File: config.mk
export PLATFORM = sky130hd
export DESIGN_NAME = t2fb_mask_unit
export DESIGN_NICKNAME = d
export VERILOG_FILES = /design/src/design/t2fb_pkg.sv /design/src/design/t2fb_mask_unit.sv
export SDC_FILE = /design/constraint.sdc
export NUM_CORES = 1
export LEC_CHECK = 0
export BUFFER_PORTS_ARGS = -buffer_cell sky130_fd_sc_hd__buf_2
export CELL_PAD_IN_SITES_DETAIL_PLACEMENT = 0
export CELL_PAD_IN_SITES_GLOBAL_PLACEMENT = 2
export CORE_MARGIN = 2
export CORE_UTILIZATION = 28
export DETAILED_ROUTE_END_ITERATION = 12
export PLACE_DENSITY = 0.91
export SLEW_MARGIN = 25
export SYNTH_ARGS = -nofsm -noshare
export SYNTH_HDL_FRONTEND = slang
export SYNTH_SLANG_ARGS = --single-unit
File: constraint.sdc
create_clock -name vclk -period 2.7
set_input_delay 0.675 -clock vclk [all_inputs]
set_output_delay 0.675 -clock vclk [all_outputs]
set_load 0.02 [all_outputs]
File: src/design/t2fb_pkg.sv
// Shared constants for the text-to-page-buffer renderer.
package t2fb_pkg;

  localparam int GLYPH_W = 8;
  localparam int GLYPH_H = 8;

  localparam int KIND_W   = 2;
  localparam int CODE_W   = 8;
  localparam int GLYPH_BITS_W = GLYPH_W * GLYPH_H;
  localparam int RADDR_W  = 13;
  localparam int BYTE_W   = 8;
  localparam int COL_W    = 9;
  localparam int ROW_W    = 7;
  localparam int GAP_W    = 4;

  // Stream word widths, padded to whole bytes.
  localparam int S_TDATA_W = 88;
  localparam int M_TDATA_W = 32;

  localparam logic [KIND_W-1:0] KIND_CHAR  = 2'd0;
  localparam logic [KIND_W-1:0] KIND_CLEAR = 2'd1;
  localparam logic [KIND_W-1:0] KIND_READ  = 2'd2;

  localparam logic [CODE_W-1:0] CODE_NEWLINE   = 8'h0A;
  localparam logic [CODE_W-1:0] FIRST_DRAWABLE = 8'h21;
  localparam logic [CODE_W-1:0] DRAWABLE_COUNT = 8'd224;

  localparam logic [BYTE_W-1:0] BYTE_WHITE = 8'hFF;

endpackage

File: src/design/t2fb_mask_unit.sv
// Shared pixel mask unit: places one glyph column over a buffer byte and clears its pixels.
module t2fb_mask_unit (
  input  logic [t2fb_pkg::GLYPH_W-1:0] line,
  input  logic [2:0]                   shift,
  input  logic                         upper,
  input  logic [t2fb_pkg::BYTE_W-1:0]  rd_byte,
  output logic [t2fb_pkg::BYTE_W-1:0]  wr_byte
);
  import t2fb_pkg::*;

  logic [GLYPH_W-1:0]   rev;
  logic [2*BYTE_W-1:0]  span;
  logic [BYTE_W-1:0]    mask;

  // Pixel i of the column lands at bit (7 - shift + i) of the byte pair.
  always_comb begin
    for (int i = 0; i < GLYPH_W; i++) begin
      rev[i] = line[GLYPH_W-1-i];
    end
    span = {{BYTE_W{1'b0}}, rev} << (3'd7 - shift);
    mask = upper ? span[2*BYTE_W-1:BYTE_W] : span[BYTE_W-1:0];
  end

  assign wr_byte = rd_byte & ~mask;

endmodule

==> results.toml <==
[detailed_routing]
dr_wl_met2_um = 727
vias = 594
wl_met1_um = 773
dr.pass1.iters = 4
routed.top_layer = "met3"
drc = 0
wirelength_um = 1590
ant_nets = 0
drt-vias-per-instance = 5.08
drtIter0Drc = 2
wl_met3_um = 89
wl_per_cell_um = 13.6

[timing]
finalWorstSetupSlack_ns = 0.0493
slew_headroom = 0.816
drv_slew = 0
period_minus_slack_ns = 2.65
hold_viol = 0
setup_tns_ns = 0
holdWs_ns = 1.68
rsz0062_at_grt = "false"
max_freq_mhz = 377
setup_violations = 0
min_period_over_period = 0.982
tightest_slew_ns = 0.276

[cells_and_area]
final_cell_mix = "buf_2 (27), mux2i_1 (7), inv_1 (6), nand2b_1 (4), nand2_1 (4)"
syn2layout_area_growth_pct = 24.3
drive_gt1_frac = 0.467
diodes = 0
final_common_cell = "buf_2"
post-route-util = 0.359
register_area_um2 = 0
seq_cell_count = 0
nets = 112
clkbuf_count = 0
num-fill-cells = 218

[placement]
hpwl_um = 1260
port_buffers = 28
gp_congestion = 0.857
place_ws_ns = 0.0617

[die]
die_x_um = 48.5
start_util = 0.289
core_area_um2 = 1920
row_count = 16
die_y_um = 48.5
dieArea_um2 = 2360
io_pins = 28

[global_route]
grt_max_degree = 16
first_global_vias = 591
grt_usage = 0.135
grt_first_pass_wirelength_um = 2690
grt-ovfl-total = 0
antenna_found_initial = 0

[status]
status = "finished, final reports clean"

[critical_path]
worstSetupPathType = "input pin to primary output"
cp-start-kind = "input pin"
end_kind = "primary output"
cpMostUsedCell = "buf_2"
crit_family = "multiplexers"
cp_cell_sequence = "buf_2 -> mux4_2 -> nand2b_4 -> a21oi_1 -> buf_2"
cpPeakStageDelay_ns = 0.57
required_ns = 2.03
critPathBufInv = 2
cp_slowest_cell = "mux4_2"
arrival_ns = 1.98
crit_fanout = 8

[hold_path]
worstHoldPathType = "input pin to primary output"

[power_and_ir_drop]
max-vdd-ir-drop_uv = 74.7
power.leakage_uw = 0.000344
power_density_nw_per_um2 = 178

[synth]
synth_nets = 86
yosys_warnings = 0
synth-seq-area-share = 0
synth.distinct_cells = 37
syn_area_um2 = 556
syn_avg_cell_area_um2 = 8.42
synth_cells = 66

[job]
cap_violations = 0
[worst min-delay path: cells and delay by family]
family                 cells  cell delay, ns
buffers and inverters      3            0.28
AOI/OAI and AO/OA          1            0.04
[cells in the mapped netlist]
master,instances,share of area
buf_2,1,0.0090
inv_1,6,0.041
nor2_1,3,0.020
o22ai_1,1,0.011
a22oi_1,1,0.014
mux4_1,1,0.047
mux2i_1,7,0.13
o21ai_0,2,0.018
o2bb2ai_1,1,0.016
o41a_1,1,0.020
nor2b_4,1,0.025
buf_4,2,0.027
clkbuf_8,1,0.025
a221oi_2,1,0.027
a311oi_1,1,0.016
nor3_1,1,0.0090
mux2_2,3,0.061
nand2b_1,4,0.045
nand2b_4,1,0.025
o221a_2,2,0.041
o2111a_1,1,0.020
or2b_1,1,0.014
a211oi_1,1,0.014
a21oi_1,1,0.0090
a22o_1,1,0.016
or3_1,1,0.011
nand3_1,2,0.018
a31oi_1,1,0.011
nand2_1,4,0.027
a41o_1,1,0.018
mux2_4,2,0.054
a221oi_1,2,0.032
nor2b_1,1,0.011
and2b_1,2,0.027
buf_6,2,0.041
or3b_2,1,0.016
mux4_2,1,0.041
[final cells by class]
cell class / instances / area, um^2 / share of cell area
multi-input cells: 54 / 477 / 0.690
well taps: 27 / 33.8 / 0.0489
inverters: 6 / 22.5 / 0.0326
repair buffers: 30 / 158 / 0.228
[kinds of logic after synthesis]
family | synth area share
AOI/OAI and AO/OA | 0.282
buffers and inverters | 0.142
and+or+nand+nor | 0.248
muxes | 0.329
[routing by layer]
layer | GRT usage | vias up
li1 | - | 303
met1 | 0.191 | 270
met2 | 0.238 | 21
met3 | 0.0123 | 0
met4 | 0 | 0
met5 | 0 | -
[through the flow]
step | area, um^2 | total power, uW | std cells
final | 691 | 123 | 117
after global routing | 691 | 134 | 117
after CTS | 688 | 122 | 117
after detailed placement | 688 | 122 | 117
after global placement | 688 | 121 | 117
after floorplan | 556 | 86.7 | 66
[power breakdown]
group / switching (uW) / total [uW] / internal, uW
logic: 66.2 / 123 / 57.1
clock network: 0 / 0 / 0
registers: 0 / 0 / 0
[path summary, 6_finish.rpt]
kind | startpoint | slack (ns) | cells past startpoint | endpoint
max | shift[0] | 0.05 | 5 | wr_byte[6]
min | rd_byte[5] | 1.68 | 4 | wr_byte[5]
[repair_timing]
action / CTS / global route
endpoints found under the setup margin: 0 / 1
hold buffers: 0 / 0
buffers inserted: 0 / 0
resized for setup: 0 / 1
Note: power is estimated with default switching activity, not from simulation.
